$ cat config.mk
export PLATFORM = sky130hd
export DESIGN_NAME = shadow_volume_index_emitter
export DESIGN_NICKNAME = d
export VERILOG_FILES = /design/src/hdl/shvie_pkg.sv /design/src/hdl/shadow_volume_index_emitter.sv
export SDC_FILE = /design/constraint.sdc
export NUM_CORES = 1
export LEC_CHECK = 0
export BUFFER_PORTS_ARGS = -buffer_cell sky130_fd_sc_hd__clkbuf_2
export CORE_MARGIN = 1.5
export CORE_UTILIZATION = 60
export CTS_CLUSTER_SIZE = 10
export DETAILED_ROUTE_END_ITERATION = 12
export HOLD_SLACK_MARGIN = 0.15
export PLACE_DENSITY_LB_ADDON = 0.1
export SYNTH_ARGS = -nofsm -noshare
export SYNTH_HDL_FRONTEND = slang
export SYNTH_SLANG_ARGS = --single-unit
$ cat constraint.sdc
create_clock -name aclk -period 6.3 [get_ports aclk]
set_input_delay 0.63 -clock aclk [delete_from_list [all_inputs] [get_ports aclk]]
set_output_delay 0.63 -clock aclk [all_outputs]
set_load 0.1 [all_outputs]
$ cat src/hdl/shvie_pkg.sv
// Shared types and codes for the shadow volume index emitter.
// Used by shadow_volume_index_emitter; no other dependencies.
`default_nettype none

package shvie_pkg;

    localparam int VERT_W = 16;

    // width that far-index sums wrap at
    localparam int INDEX_BITS = 16;

    // input item actions
    localparam logic [1:0] ACT_EDGE      = 2'd0;
    localparam logic [1:0] ACT_DARK_TRI  = 2'd1;
    localparam logic [1:0] ACT_LIGHT_TRI = 2'd2;
    localparam logic [1:0] ACT_GROUP     = 2'd3;

    // emitted triangle kinds
    localparam logic [1:0] KIND_SIDE  = 2'd0;
    localparam logic [1:0] KIND_DARK  = 2'd1;
    localparam logic [1:0] KIND_LIGHT = 2'd2;

    // configuration register indexes
    localparam int CFG_IDX_W = 3;
    localparam logic [CFG_IDX_W-1:0] CFG_LIGHT_DIRECTIONAL   = 3'd0;
    localparam logic [CFG_IDX_W-1:0] CFG_EXTRUDE_TO_INFINITY = 3'd1;
    localparam logic [CFG_IDX_W-1:0] CFG_INCLUDE_DARK_CAP    = 3'd2;
    localparam logic [CFG_IDX_W-1:0] CFG_INCLUDE_LIGHT_CAP   = 3'd3;
    localparam logic [CFG_IDX_W-1:0] CFG_FAN_DARK_CAP        = 3'd4;

    typedef struct packed {
        logic [1:0]        action;
        logic [VERT_W-1:0] vert_a;
        logic [VERT_W-1:0] vert_b;
        logic [VERT_W-1:0] vert_c;
        logic              facing_first;
        logic              facing_second;
        logic              degenerate_edge;
        logic [VERT_W-1:0] group_vertex_count;
    } in_item_t;

    typedef struct packed {
        logic [VERT_W-1:0] index_one;
        logic [VERT_W-1:0] index_two;
        logic [VERT_W-1:0] index_three;
        logic [1:0]        tri_kind;
        logic              index_overflow;
        logic              last_of_item;
    } out_item_t;

endpackage

`default_nettype wire

$ cat src/hdl/shadow_volume_index_emitter.sv
// Top level of the shadow volume index emitter: edge classification,
// far-index adders, a three-slot triangle buffer and the output register.
// Depends on shvie_pkg.
`default_nettype none

// An accepted item is classified and all of its triangles (up to three for a
// silhouette edge: two sides and a fan dark-cap triangle) are computed in the
// accept cycle and parked in a three-slot buffer. The buffer drains one
// triangle per cycle into the output register, stalling while a result waits
// on m_ready. A new item is taken in the same cycle the last parked triangle
// moves to the output register, so items stream back to back while the
// previous result still waits on m_ready. Items that emit nothing (group
// starts, non-silhouette edges, back-facing caps) leave the buffer empty, so
// s_ready stays high for the next item.
// Far indices are near + group vertex count; index_overflow flags a sum that
// does not fit in INDEX_BITS bits. Configuration writes are taken at any time
// (cfg_ready is held high) and belong in idle periods.
module shadow_volume_index_emitter (
    input  wire                                   aclk,
    input  wire                                   aresetn,

    input  wire                                   s_valid,
    output logic                                  s_ready,
    input  shvie_pkg::in_item_t                   s_data,

    output logic                                  m_valid,
    input  wire                                   m_ready,
    output shvie_pkg::out_item_t                  m_data,

    input  wire                                   cfg_valid,
    output logic                                  cfg_ready,
    input  wire [shvie_pkg::CFG_IDX_W-1:0]        cfg_index,
    input  wire                                   cfg_wdata
);
    import shvie_pkg::*;

    localparam int SUM_W = INDEX_BITS + 1;

    // configuration
    logic light_directional_reg, extrude_to_infinity_reg;
    logic include_dark_cap_reg, include_light_cap_reg, fan_dark_cap_reg;

    // block state
    logic [VERT_W-1:0] group_count_reg, group_count_next;
    logic              first_fan_pending_reg, first_fan_pending_next;
    logic [VERT_W-1:0] fan_anchor_reg, fan_anchor_next;

    // triangle buffer and output stage
    out_item_t slot_reg [3];
    out_item_t slot_next [3];
    logic [2:0] mask_reg, mask_next;
    logic [2:0] new_mask;
    out_item_t  new_slot [3];
    out_item_t  out_reg, out_next;
    logic       m_valid_reg, m_valid_next;

    logic       s_fire, load_out;
    logic [2:0] mask_left;
    out_item_t  sel_slot;

    // far-index arithmetic
    logic [VERT_W-1:0] v0, v1, f0, f1, fc;
    logic [SUM_W-1:0]  sum0, sum1, sumc;
    logic              ovf0, ovf1, ovfc, silhouette;

    always_comb begin
        v0   = s_data.facing_first ? s_data.vert_a : s_data.vert_b;
        v1   = s_data.facing_first ? s_data.vert_b : s_data.vert_a;
        sum0 = SUM_W'(v0) + SUM_W'(group_count_reg);
        sum1 = SUM_W'(v1) + SUM_W'(group_count_reg);
        sumc = SUM_W'(s_data.vert_c) + SUM_W'(group_count_reg);
        ovf0 = sum0[INDEX_BITS];
        ovf1 = sum1[INDEX_BITS];
        ovfc = sumc[INDEX_BITS];
        f0   = sum0[VERT_W-1:0];
        f1   = sum1[VERT_W-1:0];
        fc   = sumc[VERT_W-1:0];
        silhouette = s_data.degenerate_edge ? s_data.facing_first
                                            : (s_data.facing_first ^ s_data.facing_second);
    end

    // classify the incoming item and build its triangles
    always_comb begin
        new_mask               = 3'b000;
        new_slot[0]            = '0;
        new_slot[1]            = '0;
        new_slot[2]            = '0;
        group_count_next       = group_count_reg;
        first_fan_pending_next = first_fan_pending_reg;
        fan_anchor_next        = fan_anchor_reg;
        case (s_data.action)
            ACT_EDGE: begin
                if (silhouette) begin
                    new_mask[0] = 1'b1;
                    new_slot[0] = '{v1, v0, f0, KIND_SIDE, ovf0, 1'b0};
                    new_mask[1] = !(light_directional_reg && extrude_to_infinity_reg);
                    new_slot[1] = '{f0, f1, v1, KIND_SIDE, ovf0 | ovf1, 1'b0};
                    if (fan_dark_cap_reg && include_dark_cap_reg) begin
                        if (first_fan_pending_reg) begin
                            fan_anchor_next        = f0;
                            first_fan_pending_next = 1'b0;
                        end else begin
                            new_mask[2] = 1'b1;
                            new_slot[2] = '{fan_anchor_reg, f1, f0, KIND_DARK,
                                            ovf0 | ovf1, 1'b0};
                        end
                    end
                end
            end
            ACT_DARK_TRI: begin
                // facing_first is required, so v0 = vert_a and v1 = vert_b
                if (include_dark_cap_reg && !fan_dark_cap_reg && s_data.facing_first) begin
                    new_mask[0] = 1'b1;
                    new_slot[0] = '{f1, f0, fc, KIND_DARK, ovf0 | ovf1 | ovfc, 1'b0};
                end
            end
            ACT_LIGHT_TRI: begin
                if (include_light_cap_reg && s_data.facing_first) begin
                    new_mask[0] = 1'b1;
                    new_slot[0] = '{s_data.vert_a, s_data.vert_b, s_data.vert_c,
                                    KIND_LIGHT, 1'b0, 1'b0};
                end
            end
            ACT_GROUP: begin
                group_count_next       = s_data.group_vertex_count;
                first_fan_pending_next = 1'b1;
            end
            default: begin
            end
        endcase
    end

    // drain: lowest pending slot goes to the output register
    always_comb begin
        sel_slot  = slot_reg[2];
        mask_left = 3'b000;
        if (mask_reg[0]) begin
            sel_slot  = slot_reg[0];
            mask_left = {mask_reg[2:1], 1'b0};
        end else if (mask_reg[1]) begin
            sel_slot  = slot_reg[1];
            mask_left = {mask_reg[2], 2'b00};
        end
        sel_slot.last_of_item = (mask_left == 3'b000);

        load_out = (mask_reg != 3'b000) && (!m_valid_reg || m_ready);
        s_ready  = (mask_reg == 3'b000) || (load_out && mask_left == 3'b000);
        s_fire   = s_valid && s_ready;

        mask_next    = load_out ? mask_left : mask_reg;
        slot_next[0] = slot_reg[0];
        slot_next[1] = slot_reg[1];
        slot_next[2] = slot_reg[2];
        if (s_fire) begin
            mask_next    = new_mask;
            slot_next[0] = new_slot[0];
            slot_next[1] = new_slot[1];
            slot_next[2] = new_slot[2];
        end

        out_next     = out_reg;
        m_valid_next = m_valid_reg;
        if (load_out) begin
            out_next     = sel_slot;
            m_valid_next = 1'b1;
        end else if (m_ready) begin
            m_valid_next = 1'b0;
        end
    end

    always_ff @(posedge aclk) begin
        if (!aresetn) begin
            light_directional_reg   <= 1'b0;
            extrude_to_infinity_reg <= 1'b0;
            include_dark_cap_reg    <= 1'b0;
            include_light_cap_reg   <= 1'b0;
            fan_dark_cap_reg        <= 1'b0;
        end else if (cfg_valid) begin
            case (cfg_index)
                CFG_LIGHT_DIRECTIONAL:   light_directional_reg   <= cfg_wdata;
                CFG_EXTRUDE_TO_INFINITY: extrude_to_infinity_reg <= cfg_wdata;
                CFG_INCLUDE_DARK_CAP:    include_dark_cap_reg    <= cfg_wdata;
                CFG_INCLUDE_LIGHT_CAP:   include_light_cap_reg   <= cfg_wdata;
                CFG_FAN_DARK_CAP:        fan_dark_cap_reg        <= cfg_wdata;
                default: begin
                end
            endcase
        end
    end

    always_ff @(posedge aclk) begin
        if (!aresetn) begin
            group_count_reg       <= '0;
            first_fan_pending_reg <= 1'b1;
            fan_anchor_reg        <= '0;
            mask_reg              <= 3'b000;
            m_valid_reg           <= 1'b0;
        end else begin
            if (s_fire) begin
                group_count_reg       <= group_count_next;
                first_fan_pending_reg <= first_fan_pending_next;
                fan_anchor_reg        <= fan_anchor_next;
            end
            mask_reg    <= mask_next;
            m_valid_reg <= m_valid_next;
        end
    end

    // payload, no reset
    always_ff @(posedge aclk) begin
        slot_reg[0] <= slot_next[0];
        slot_reg[1] <= slot_next[1];
        slot_reg[2] <= slot_next[2];
        out_reg     <= out_next;
    end

    assign cfg_ready = 1'b1;
    assign m_valid   = m_valid_reg;
    assign m_data    = out_reg;

endmodule

`default_nettype wire

---- Yosys cells after proc, flatten, opt, wreduce, memory -nomap -nowiden ----
Memories as Yosys holds them, arrays and structs flattened.
Index checks and enable logic that the tools add are counted.
storage, ports and cells
  memories kept ........................... 1
  word-level logic and storage cells ...... 90
  bits in writable memories ............... 156
  input bits .............................. 78
  register bits ........................... 94
operators by class
  bitwise logic cells ..................... 3
  equal/unequal tests ..................... 9
  multiplexer cells ....................... 29
  add/subtract/negate cells ............... 3
  reductions and logical operators ........ 29
memory list
  name      words  width  rd ports  clocked after memory_dff  wr ports  RTL line                           RTL
  slot_reg  3      52     3         0                         3         shadow_volume_index_emitter.sv:49  out_item_t slot_reg [3];
operator list
  kind                  number
  $mux W156             2
  $mux W52              6
  $pmux W52 S3          1
  $mux W104             1
  $add A16 B16 Y17      3
  $mux W16              2
  $mux W3               5
  $reduce_and A2 Y1     6
  $logic_not A3 Y1      3
  $mux W1               9
  $logic_and A1 B1 Y1   8
  $eq A3 B2 Y1 const B  2
  $reduce_bool A2 Y1    3
  $reduce_and A5 Y1     1
  $eq A2 B2 Y1 const B  2
  $ne A2 B2 Y1 const B  2
  $reduce_and A4 Y1     1
  $eq A3 B1 Y1 const B  1
  $eq A3 B3 Y1 const B  1
  $logic_not A1 Y1      3
  $pmux W1 S3           1
  $reduce_bool A3 Y1    1
  $eq A2 B1 Y1 const B  1
  $logic_not A2 Y1      1
  other kinds (5)       7

---- Logic depth before layout (Yosys ltp) ----
  word-level depth ........................ 8
  gate-level depth with buffers ........... 13

---- Worst setup path before layout ----
Ideal clock, no wire load.
  path kind ............................... register to register
  start ................................... reg m_valid_reg, in the netlist m_valid
  end ..................................... reg group_count_reg[6]
  stages on the path, launching flop included .. 9
  required time ........................... 6168 ps
  arrival time ............................ 5670 ps
  library setup time ...................... 132 ps
  slack ................................... 498 ps
  period minus slack after synthesis ...... 5802 ps
  path buffers ............................ 1
  path through ............................ dfxtp_1 > nand2b_1 > a31o_2 > nand2_1 > inv_1 > nand2_1 > clkbuf_1 > nand2_1 > a21oi_1
on the way
  word-level cells in the longest chain between the ends .. 7
ends and longest elaborated chain
  element                      RTL line                            RTL
  start, declared              shadow_volume_index_emitter.sv:55   logic m_valid_reg, m_valid_next;
  start signal, assigned       shadow_volume_index_emitter.sv:205  m_valid_reg <= m_valid_next;
  $logic_not A1 Y1             shadow_volume_index_emitter.sv:146  load_out = (mask_reg != 3'b000) && (!m_valid_reg || m_ready);
  $logic_or A1 B1 Y1           shadow_volume_index_emitter.sv:146
  $logic_and A1 B1 Y1          shadow_volume_index_emitter.sv:146
  $logic_and A1 B1 Y1          shadow_volume_index_emitter.sv:147  s_ready = (mask_reg == 3'b000) || (load_out && mask_left == 3'b000);
  $logic_or A1 B1 Y1           shadow_volume_index_emitter.sv:147
  net s_ready                  shadow_volume_index_emitter.sv:23   output logic s_ready,
  $logic_and A1 B1 Y1          shadow_volume_index_emitter.sv:148  s_fire = s_valid && s_ready;
  net s_fire                   shadow_volume_index_emitter.sv:57   logic s_fire, load_out;
  $reduce_and A2 Y1 (no line)  n/a
  end signal, assigned         shadow_volume_index_emitter.sv:200  group_count_reg <= group_count_next;
  end, declared                shadow_volume_index_emitter.sv:44   logic [VERT_W-1:0] group_count_reg, group_count_next;
The timed path passes the listed nets, and every way through them passes these cells.
A chain may end at the register's enable or synchronous reset.

==> results.json <==
{
  "num_antenna_cells": 0,
  "worst_clock_skew_ns": 0.0166,
  "cp.required_ns": 6.53,
  "powerDensity_nw_per_um2": 265,
  "cp_data_arrival_time_ns": 4.03,
  "start_kind": "input pin",
  "path_buf_inv": 1,
  "grt_first_pass_wirelength_mm": 55.3,
  "track_usage_pct": 32.9,
  "hold_violations": 0,
  "vdd_drop_max_v": 0.000216,
  "clock_sinks": 244,
  "ctsHoldBuffers": 0,
  "comb_power_share_pct": 12.7,
  "final_nets": 1442,
  "wl_mm": 36.2,
  "drc": 0,
  "worstSetupEndpointType": "register",
  "setup_violations": 0,
  "drive_gt1_share_pct": 17.0,
  "first_pass_iters": 8,
  "min-delay-start": "s_data[10]",
  "wl_per_cell_um": 22.5,
  "ys_warn_count": 0,
  "finalCritPeriodShare_pct": 60.3,
  "switching_share_pct": 25.5,
  "async_reset_ff_share_pct": 0,
  "whs_ns": 0.311,
  "via_per_inst": 6.35,
  "postCtsSetupBuffers": 0,
  "ioPinCount": 133,
  "start_util_pct": 61.2,
  "max_freq_mhz": 263,
  "synth.most_common_cell": "edfxtp_1",
  "hpwl_mm": 25.5,
  "critPathMaxStageDelay_ns": 0.51,
  "setup-tns-final_ns": 0,
  "p_leak_nw": 5.63,
  "die_area_um2": 22400,
  "rsz0062_at_grt": "no",
  "slew_viol_final": 0,
  "synth_seq_cells": 244,
  "dr.first_iter.drc_count": 1190,
  "grt_overflow": 0,
  "grt_pass1_vias": 9377,
  "vias": 10200,
  "yosysTopAreaCellShare_pct": 47.0,
  "fp.dieH_um": 150,
  "tritoncts.num_buffers": 29,
  "rrSetupSlack_ns": 2.95,
  "syn_inst": 1201,
  "cp_max_fo": 18,
  "synth_top_area_cell": "edfxtp_1",
  "synth_edf_count": 202,
  "synth.area.top_cells": "edfxtp_1 (47%), dfxtp_1 (6.5%), ha_1 (5.0%), mux2i_1 (5.0%), nand2_1 (4.2%)",
  "yosys_most_used_dff": "edfxtp_1",
  "p_sw_mw": 0.992,
  "cts_buffer_depth": 3,
  "hold_end": "group_count_reg[10]$_SDFFE_PN0P_",
  "placed_cell_area_um2": 13800,
  "register_area_um2": 6910,
  "r2r-end": "slot_reg[0][130]$_SDFFCE_PP0P_",
  "maxSlewHeadroom_pct": 29.4,
  "min_period_ns": 3.80,
  "synth_common_cells": "edfxtp_1 (202), nand2_1 (145), nor2_1 (111), o21ai_0 (83), a21oi_1 (79)",
  "die_x_um": 150,
  "port_buffers": 131,
  "r2r_start": "mask_reg[1]$_SDFFE_PN0P_",
  "clkLatencyLatePin_ns": 0.54,
  "nFillCells": 1629,
  "synthesis.nets": 1334,
  "worst_pin_slew_ns": 1.06,
  "htree_levels": 1,
  "pwr-share-clk_pct": 40.1,
  "critPathSlowestCell": "a21oi_1",
  "cts_resized": 0,
  "path_cells": "clkbuf_2 > mux2_2 > ha_1 > fa_1 > a211oi_1 > o21ai_0 > a21oi_1 > o31ai_1 > xnor2_1 > o221ai_1",
  "area_growth_pct": 13.6,
  "pwr-share-seq_pct": 47.2,
  "cts_tree": "yes",
  "ys_seq_area_share_pct": 53.5,
  "synth.distinct_cells": 67,
  "cts-root-buf": "clkbuf_16",
  "postLayoutCellArea_um2": 14700,
  "rows": 53,
  "min_path_type": "input pin to register",
  "critPathKind": "input pin to register",
  "grt_max_degree": 82,
  "final_antenna_net_count": 0,
  "outcome": "complete, no violations",
  "place_congestion": 1.01,
  "critical-path-top-delay-family": "compound AO/OA/AOI/OAI gates",
  "syn_area_um2": 12900,
  "p_int_mw": 2.89,
  "min_path_cells": 3,
  "antenna_found_initial": 0,
  "syn_avg_cell_area_um2": 10.8,
  "multi_input_area_um2": 5660,
  "reg2reg_depth": 5,
  "drv_cap": 0,
  "largest_register_ffs": 150,
  "core_um2": 21100,
  "clk_pin_slew_ns": 0.06
}
metrics by stage:
| step | std cells | utilization (%) | setup WS (ns) | power [mW] |
|---|---|---|---|---|
| floorplan | 1201 | - | 0.498 | 2.20 |
| global placement | 1553 | 65.3 | 2.11 | 2.34 |
| detailed placement | 1553 | 65.3 | 2.08 | 2.35 |
| CTS | 1607 | 69.5 | 2.61 | 3.88 |
| global route | 1607 | 69.5 | 2.32 | 4.00 |
| finish | 1607 | 69.5 | 2.50 | 3.89 |
worst min-delay path, delay by kind of cell:
kind,cells,cell delay (ns)
and+or+nand+nor,1,0.05
buffers and inverters,1,0.08
AOI/OAI and AO/OA,1,0.05
final cells by class:
| type | instances | area share, % |
|---|---|---|
| Clock buffer | 51 | 5.73 |
| Clock inverter | 3 | 0.299 |
| Inverter | 21 | 0.572 |
| Multi-Input combinational cell | 865 | 38.6 |
| Sequential cell | 244 | 47.1 |
| Tap cell | 275 | 2.35 |
| Timing Repair Buffer | 148 | 5.34 |
cell usage in the layout (no fill, tap or decap), drive strengths merged, types with 6 or more instances in the layout:
master and n:
nor2 111, edfxtp 202, a21o 14, or2 9
a221oi 7, clkbuf 182, o21a 9, and3 17
o221ai 7, nand2 145, ha 52, a31oi 8
o21ai 84, nand4 8, or3 6, mux2i 65
inv 21, a222oi 10, nand3 19, and2 27
dfxtp 42, buf 17, xor2 14, a211oi 20
o211ai 7, o21bai 6, nor3 16, xnor2 24
a21oi 79, a22oi 11, mux2 26
cells by family after synthesis:
group / Yosys count / share of synthesized area (%)
simple gates: 388 / 13.9
compound gates: 292 / 14.4
flops: 244 / 53.5
buf+inv: 92 / 2.76
mux: 91 / 7.31
fa+ha+maj: 55 / 5.50
xor+xnor: 38 / 2.58
other cells: 1 / 0.0290
power by group through the flow:
stage	clock network (mW)	logic (mW)	registers, mW
floorplan	0	0.277	1.92
global placement	0	0.476	1.86
detailed placement	0	0.479	1.87
CTS	1.56	0.483	1.83
global route	1.64	0.528	1.84
finish	1.56	0.492	1.83
metal layers:
metal	vias up	global-route usage, %	share of wire (%)
li1	4698	-	-
met1	4844	51.3	44
met2	604	49.2	43
met3	60	4.91	11
met4	0	6.42	1.9
met5	-	0	0
how the worst max path moves through the flow:
| stage | slack [ns] | from | depth (start not counted) | to |
|---|---|---|---|---|
| 3_5_place_dp | 2.08 | s_data[18] | 10 | slot_reg[0][50]$_DFFE_PP_ |
| 6_report | 2.50 | s_data[18] | 10 | slot_reg[0][50]$_DFFE_PP_ |
| 2_1_floorplan | 0.50 | m_valid$_SDFFE_PN0P_ | 8 | group_count_reg[6]$_SDFFE_PN0P_ |
| 3_3_place_gp | 2.11 | s_data[18] | 11 | slot_reg[0][47]$_DFFE_PP_ |
| 5_1_grt | 2.32 | s_data[18] | 12 | slot_reg[0][47]$_DFFE_PP_ |
| 4_1_cts | 2.61 | s_data[18] | 10 | slot_reg[0][50]$_DFFE_PP_ |
No activity file was read; power rests on OpenSTA's default activity.
